**config.mk**
```make
export PLATFORM = sky130hd
export DESIGN_NAME = fbpa_ctrl
export DESIGN_NICKNAME = d
export VERILOG_FILES = /design/src/rtl/core/fbpa_pkg.sv /design/src/rtl/core/fbpa_ctrl.sv
export SDC_FILE = /design/constraint.sdc
export NUM_CORES = 1
export LEC_CHECK = 0
export ABC_AREA = 0
export BUFFER_PORTS_ARGS = -buffer_cell sky130_fd_sc_hd__clkbuf_2
export CELL_PAD_IN_SITES_DETAIL_PLACEMENT = 2
export CELL_PAD_IN_SITES_GLOBAL_PLACEMENT = 2
export CORE_UTILIZATION = 19
export CTS_CLUSTER_DIAMETER = 80
export CTS_CLUSTER_SIZE = 8
export DETAILED_ROUTE_END_ITERATION = 12
export PLACE_DENSITY_LB_ADDON = 0.1
export SYNTH_ARGS = -nofsm -noshare
export SYNTH_HDL_FRONTEND = slang
export SYNTH_SLANG_ARGS = --single-unit
```
**constraint.sdc**
```tcl
create_clock -name clk -period 1.9 [get_ports clk]
set_input_delay 0.19 -clock clk [delete_from_list [all_inputs] [get_ports clk]]
set_output_delay 0.19 -clock clk [all_outputs]
set_load 0.02 [all_outputs]
```
**src/rtl/core/fbpa_pkg.sv**
```systemverilog
`timescale 1ns / 1ps
// ----------------------------------------------------------------------------
// fbpa_pkg
// Shared constants, codes and control/status types of the block pool allocator.
// ----------------------------------------------------------------------------
package fbpa_pkg;

  localparam int unsigned MIN_BLOCK_BYTES = 8;
  localparam int unsigned MIN_SHIFT       = $clog2(MIN_BLOCK_BYTES);
  localparam int unsigned GRANULES        = 1024;
  localparam int unsigned GRAN_W          = $clog2(GRANULES);

  localparam int unsigned ADDR_W   = 32;
  localparam int unsigned BYTES_W  = 14;
  localparam int unsigned STEP_W   = BYTES_W + 1;
  localparam int unsigned SUM_W    = BYTES_W + 2;
  localparam int unsigned COUNT_W  = 11;
  localparam int unsigned INDEX_W  = 10;

  localparam logic [COUNT_W-1:0] FREE_LIMIT    = 11'd1024;
  localparam logic [INDEX_W-1:0] LAST_INDEX    = 10'd1023;
  localparam logic [BYTES_W-1:0] ROUNDED_LIMIT = 14'd16383;

  localparam logic [1:0] OP_BUILD   = 2'd0;
  localparam logic [1:0] OP_ALLOC   = 2'd1;
  localparam logic [1:0] OP_RELEASE = 2'd2;

  localparam logic [1:0] ST_OK        = 2'd0;
  localparam logic [1:0] ST_EMPTY     = 2'd1;
  localparam logic [1:0] ST_BAD_ADDR  = 2'd2;
  localparam logic [1:0] ST_ZERO_SIZE = 2'd3;

  localparam logic [1:0] CFG_AREA_BASE  = 2'd0;
  localparam logic [1:0] CFG_AREA_BYTES = 2'd1;
  localparam logic [1:0] CFG_REQ_BYTES  = 2'd2;

  typedef struct packed {
    logic latch;
    logic exec;
    logic alloc_upd;
    logic walk;
    logic load_out;
  } fbpa_cmd_t;

  typedef struct packed {
    logic [1:0] op;
    logic       zero_req;
    logic       no_blocks;
    logic       list_empty;
    logic       walk_last;
  } fbpa_stat_t;

endpackage

```
**src/rtl/core/fbpa_ctrl.sv**
```systemverilog
`timescale 1ns / 1ps
// ----------------------------------------------------------------------------
// fbpa_ctrl
// Sequencer of the allocator: takes one beat, steps the datapath through the
// operation and hands the result to the output register.
// ----------------------------------------------------------------------------
module fbpa_ctrl import fbpa_pkg::*; (
  input  logic       clk,
  input  logic       rst_n,
  input  logic       in_valid,
  output logic       in_stall,
  output logic       out_valid,
  input  logic       out_stall,
  input  fbpa_stat_t stat,
  output fbpa_cmd_t  cmd
);

  localparam logic [2:0] S_IDLE  = 3'd0;
  localparam logic [2:0] S_EXEC  = 3'd1;
  localparam logic [2:0] S_ALLOC = 3'd2;
  localparam logic [2:0] S_WALK  = 3'd3;
  localparam logic [2:0] S_DONE  = 3'd4;

  logic [2:0] state_r, state_nxt;
  logic       out_valid_r, out_valid_nxt;
  logic       slot_free;

  assign slot_free = !out_valid_r || !out_stall;

  always_comb begin
    state_nxt     = state_r;
    out_valid_nxt = out_valid_r && out_stall;
    cmd           = '0;
    unique case (state_r)
      S_IDLE: begin
        if (in_valid) begin
          cmd.latch = 1'b1;
          state_nxt = S_EXEC;
        end
      end
      S_EXEC: begin
        cmd.exec = 1'b1;
        if (stat.op == OP_BUILD && !stat.zero_req && !stat.no_blocks) begin
          state_nxt = S_WALK;
        end else if (stat.op == OP_ALLOC && !stat.list_empty) begin
          state_nxt = S_ALLOC;
        end else begin
          state_nxt = S_DONE;
        end
      end
      S_ALLOC: begin
        cmd.alloc_upd = 1'b1;
        state_nxt     = S_DONE;
      end
      S_WALK: begin
        cmd.walk = 1'b1;
        if (stat.walk_last) begin
          state_nxt = S_DONE;
        end
      end
      S_DONE: begin
        if (slot_free) begin
          cmd.load_out  = 1'b1;
          out_valid_nxt = 1'b1;
          state_nxt     = S_IDLE;
        end
      end
      default: begin
        state_nxt = S_IDLE;
      end
    endcase
  end

  always_ff @(posedge clk) begin
    if (!rst_n) begin
      state_r     <= S_IDLE;
      out_valid_r <= 1'b0;
    end else begin
      state_r     <= state_nxt;
      out_valid_r <= out_valid_nxt;
    end
  end

  assign in_stall  = (state_r != S_IDLE);
  assign out_valid = out_valid_r;

endmodule

```
Word-level counts from Yosys, hierarchy flattened

Cells that the tools add are included.

Bits in registers: 4

Reductions and logical operators: 14
Muxes and demuxes: 15
Eq/ne operators: 8

Operators by type and width:

| operator             | count |
|---|---|
| $mux W3              | 5 |
| $pmux W3 S5          | 1 |
| $mux W1              | 9 |
| $eq A3 B2 Y1 const B | 2 |
| $ne A2 B2 Y1 const B | 3 |
| $logic_not A1 Y1     | 5 |
| $logic_and A1 B1 Y1  | 4 |
| $eq A3 B1 Y1 const B | 1 |
| $eq A3 B3 Y1 const B | 1 |
| $logic_not A3 Y1     | 1 |
| $reduce_and A3 Y1    | 1 |
| $reduce_bool A3 Y1   | 1 |
| $eq A2 B1 Y1 const B | 1 |
| $logic_not A2 Y1     | 1 |
| $logic_or A1 B1 Y1   | 1 |

Logic depth before layout (Yosys ltp)

Word-level depth: 5
Depth in mapped cells: 3
Gate-level depth less buffers: 3

Worst setup path before layout

No wires, ideal clock.

Kind: register to output
From: register state_r[2]
To: output cmd[0] (netlist name)
Stages on the path, launching flop included: 3
Buffers on the path: 0
Arrival time: 1.123 ns
Setup slack: 0.587 ns
Cells stage by stage: dfxtp_1 -> or3b_1 -> a21oi_1

RTL lines:

| item                     | line            | RTL |
|---|---|---|
| start: declaration       | fbpa_ctrl.sv:24 | `logic [2:0] state_r, state_nxt;` |
| start signal: assignment | fbpa_ctrl.sv:79 | `state_r <= state_nxt;` |
| end: declaration         | fbpa_ctrl.sv:15 | `output fbpa_cmd_t cmd` |

==> summary.txt <==
Initial DRC Count - 2
Synth Flop Type - dfxtp_1
Crit end category - primary output
Cell area after technology mapping - 250.2 µm²
WL final - 835 µm
CTS tree - built
#FFs+latches synth - 4
Total number of vias - 302
Residual DRC count - 0
Final antenna diode count - 0
Placer Congestion - 0.7036
Total grt overflow - 0
F_max - 0.6430 GHz
Synth cell count leaders - dfxtp_1, a21oi_1, nor2_1
Syn Area/Cell - 8.341 µm²
Clock buffer count from CTS - 3
First-pass GRT wire length - 1.407 mm
Setup Skew - 0.004680 ns
H-Tree Depth - 1
Synth area leader - dfxtp_1
CTS Root Cell - clkbuf_4
Pwr dens - 786.3 nW/µm²
Final setup fails - 0
Pre-antenna DRT Iters - 4
Die height - 38.29 µm
Crit path required time - 1.71 ns
Area grow syn2layout - 48.00%
Fin crit period - 1.555 ns
Worst slew pin tran - 0.4561 ns
Die Wd - 38.29 µm
Die Area - 1466 µm²
Yosys cell types - 19
VDD IR-drop max - 0.3194 mV
CTS resizes - 0
Top-count cell post-synth - dfxtp_1
Final slew viol count - 0
Register area share after synthesis - 32.00%
Slew margin rel. - 69.20%
CTS sink cnt - 4
Startpoint types - flop
CORE AREA - 1171 µm²
YS warnings - 0
Worst-path clk slew - 0.04 ns
Yosys top cell area share - 32.00%
Effective utilization at floorplan - 21.37%
Initial antenna violation count - 0
Max Root-Sink Buffers - 2
Area contributors post-synth - dfxtp_1, a21oi_1, a21boi_0
Number of port buffers - 16
Syn Inst Count - 30
Antenna-violating nets left - 0
Final #Nets - 61
GRT Total Usage - 14.88%
Leakage Power - 0.1740 nW
Row Count - 12
Post-synthesis async set-or-reset flop share - 0%
Post-CTS Setup Inserts - 0
Crit path kind - flop to primary output
Vias per Instance - 4.794
Status - completed
Period utilization - 81.86%
Largest net degree at the start of global routing - 7
Hold WC Path Type - input pin to flop
Max-cap violations - 0
Fill count - 158
Post-DP HPWL - 718.6 µm
DR WL/cell - 13.25 µm
Crit path max fanout - 6
Post-synth EDFFs - 0
Layout cell share with drive strength beyond 1 - 46.94%
Setup_tns - 0 ns
Post-CTS Hold Fix Bufs - 0
Synthesized net count - 40
Vias in the first global route - 309
Unrepaired setup endpoints after global routing - no
Hold WS - 0.2163 ns
Clock Latency Late Sink - 0.24 ns
WP data arrival - 1.37 ns
Final hold vios - 0
# IOs - 17
## routing by layer
metal	track usage [%]	wire length, µm
met1	17.50	390
met2	23.31	395
met3	3.488	27
met4	10.71	21
met5	0	0
## critical path, cell delays in order (launching register included)
cell and delay, ns:
dfxtp_1 0.39, or3b_1 0.41, a21oi_1 0.14, clkbuf_2 0.19
## cell type report
class                           count  area (µm²)  share of cell area, %
Timing Repair Buffer               16       80.08                  21.62
Multi-Input combinational cell     25       166.4                  44.93
Sequential cell                     4       80.08                  21.62
Inverter                            1       3.754                  1.014
Clock buffer                        3       22.52                  6.081
Tap cell                           14       17.52                  4.730
## path summary, 6_finish.rpt
path | startpoint | endpoint | slack, ns | cells past startpoint
setup / recovery | state_r[2] | cmd[0] | 0.34 | 3
hold / removal | rst_n | state_r[2] | 0.22 | 2
hold reg to reg | out_valid | out_valid | 0.59 | 2
setup reg to reg | state_r[2] | state_r[1] | 0.67 | 3
## cells by family (layout without fill, tap and decap cells)
kind of cell           count (synthesis)  count (layout)  synth area share [%]
AOI/OAI and AO/OA                     10              10                 27.50
buffers and inverters                  1              20                 1.499
DFF                                    4               4                 32.00
and+or+nand+nor                       15              15                 39.01
## registers in the layout, indices dropped and copies added (netlist names)
name,cells
out_valid,1
state_r,3
## placed cells by master (no fill, tap or decap), types with 2 or more instances in the layout
cell type and count:
a21boi_0 2, a21oi_1 3, clkbuf_2 16, clkbuf_4 3
dfxtp_1 4, nand2_1 2, nor2_1 3, nor3b_1 2
o21ai_0 2
## metrics by stage
step	worst slack, ns	cell area [µm²]	power, mW	utilization (%)	std cells
after global routing	0.2532	370.4	0.3113	31.62	63
after global placement	0.6060	347.8	0.1870	29.70	60
after CTS	0.3389	370.4	0.2965	31.62	63
after floorplan	0.5867	250.2	0.1538	-	30
final	0.3447	370.4	0.2912	31.62	63
after detailed placement	0.5944	347.8	0.1885	29.70	60
## where the power goes
| part | leakage, nW | total (mW) | switching [mW] | internal (mW) |
|---|---|---|---|---|
| clock | 0.0138 | 0.105 | 0.0345 | 0.0706 |
| combinational | 0.128 | 0.0852 | 0.0491 | 0.0362 |
| sequential | 0.0327 | 0.101 | 0.00925 | 0.0916 |
| total | 0.174 | 0.291 | 0.0928 | 0.198 |
(Power assumes the default switching activity.)
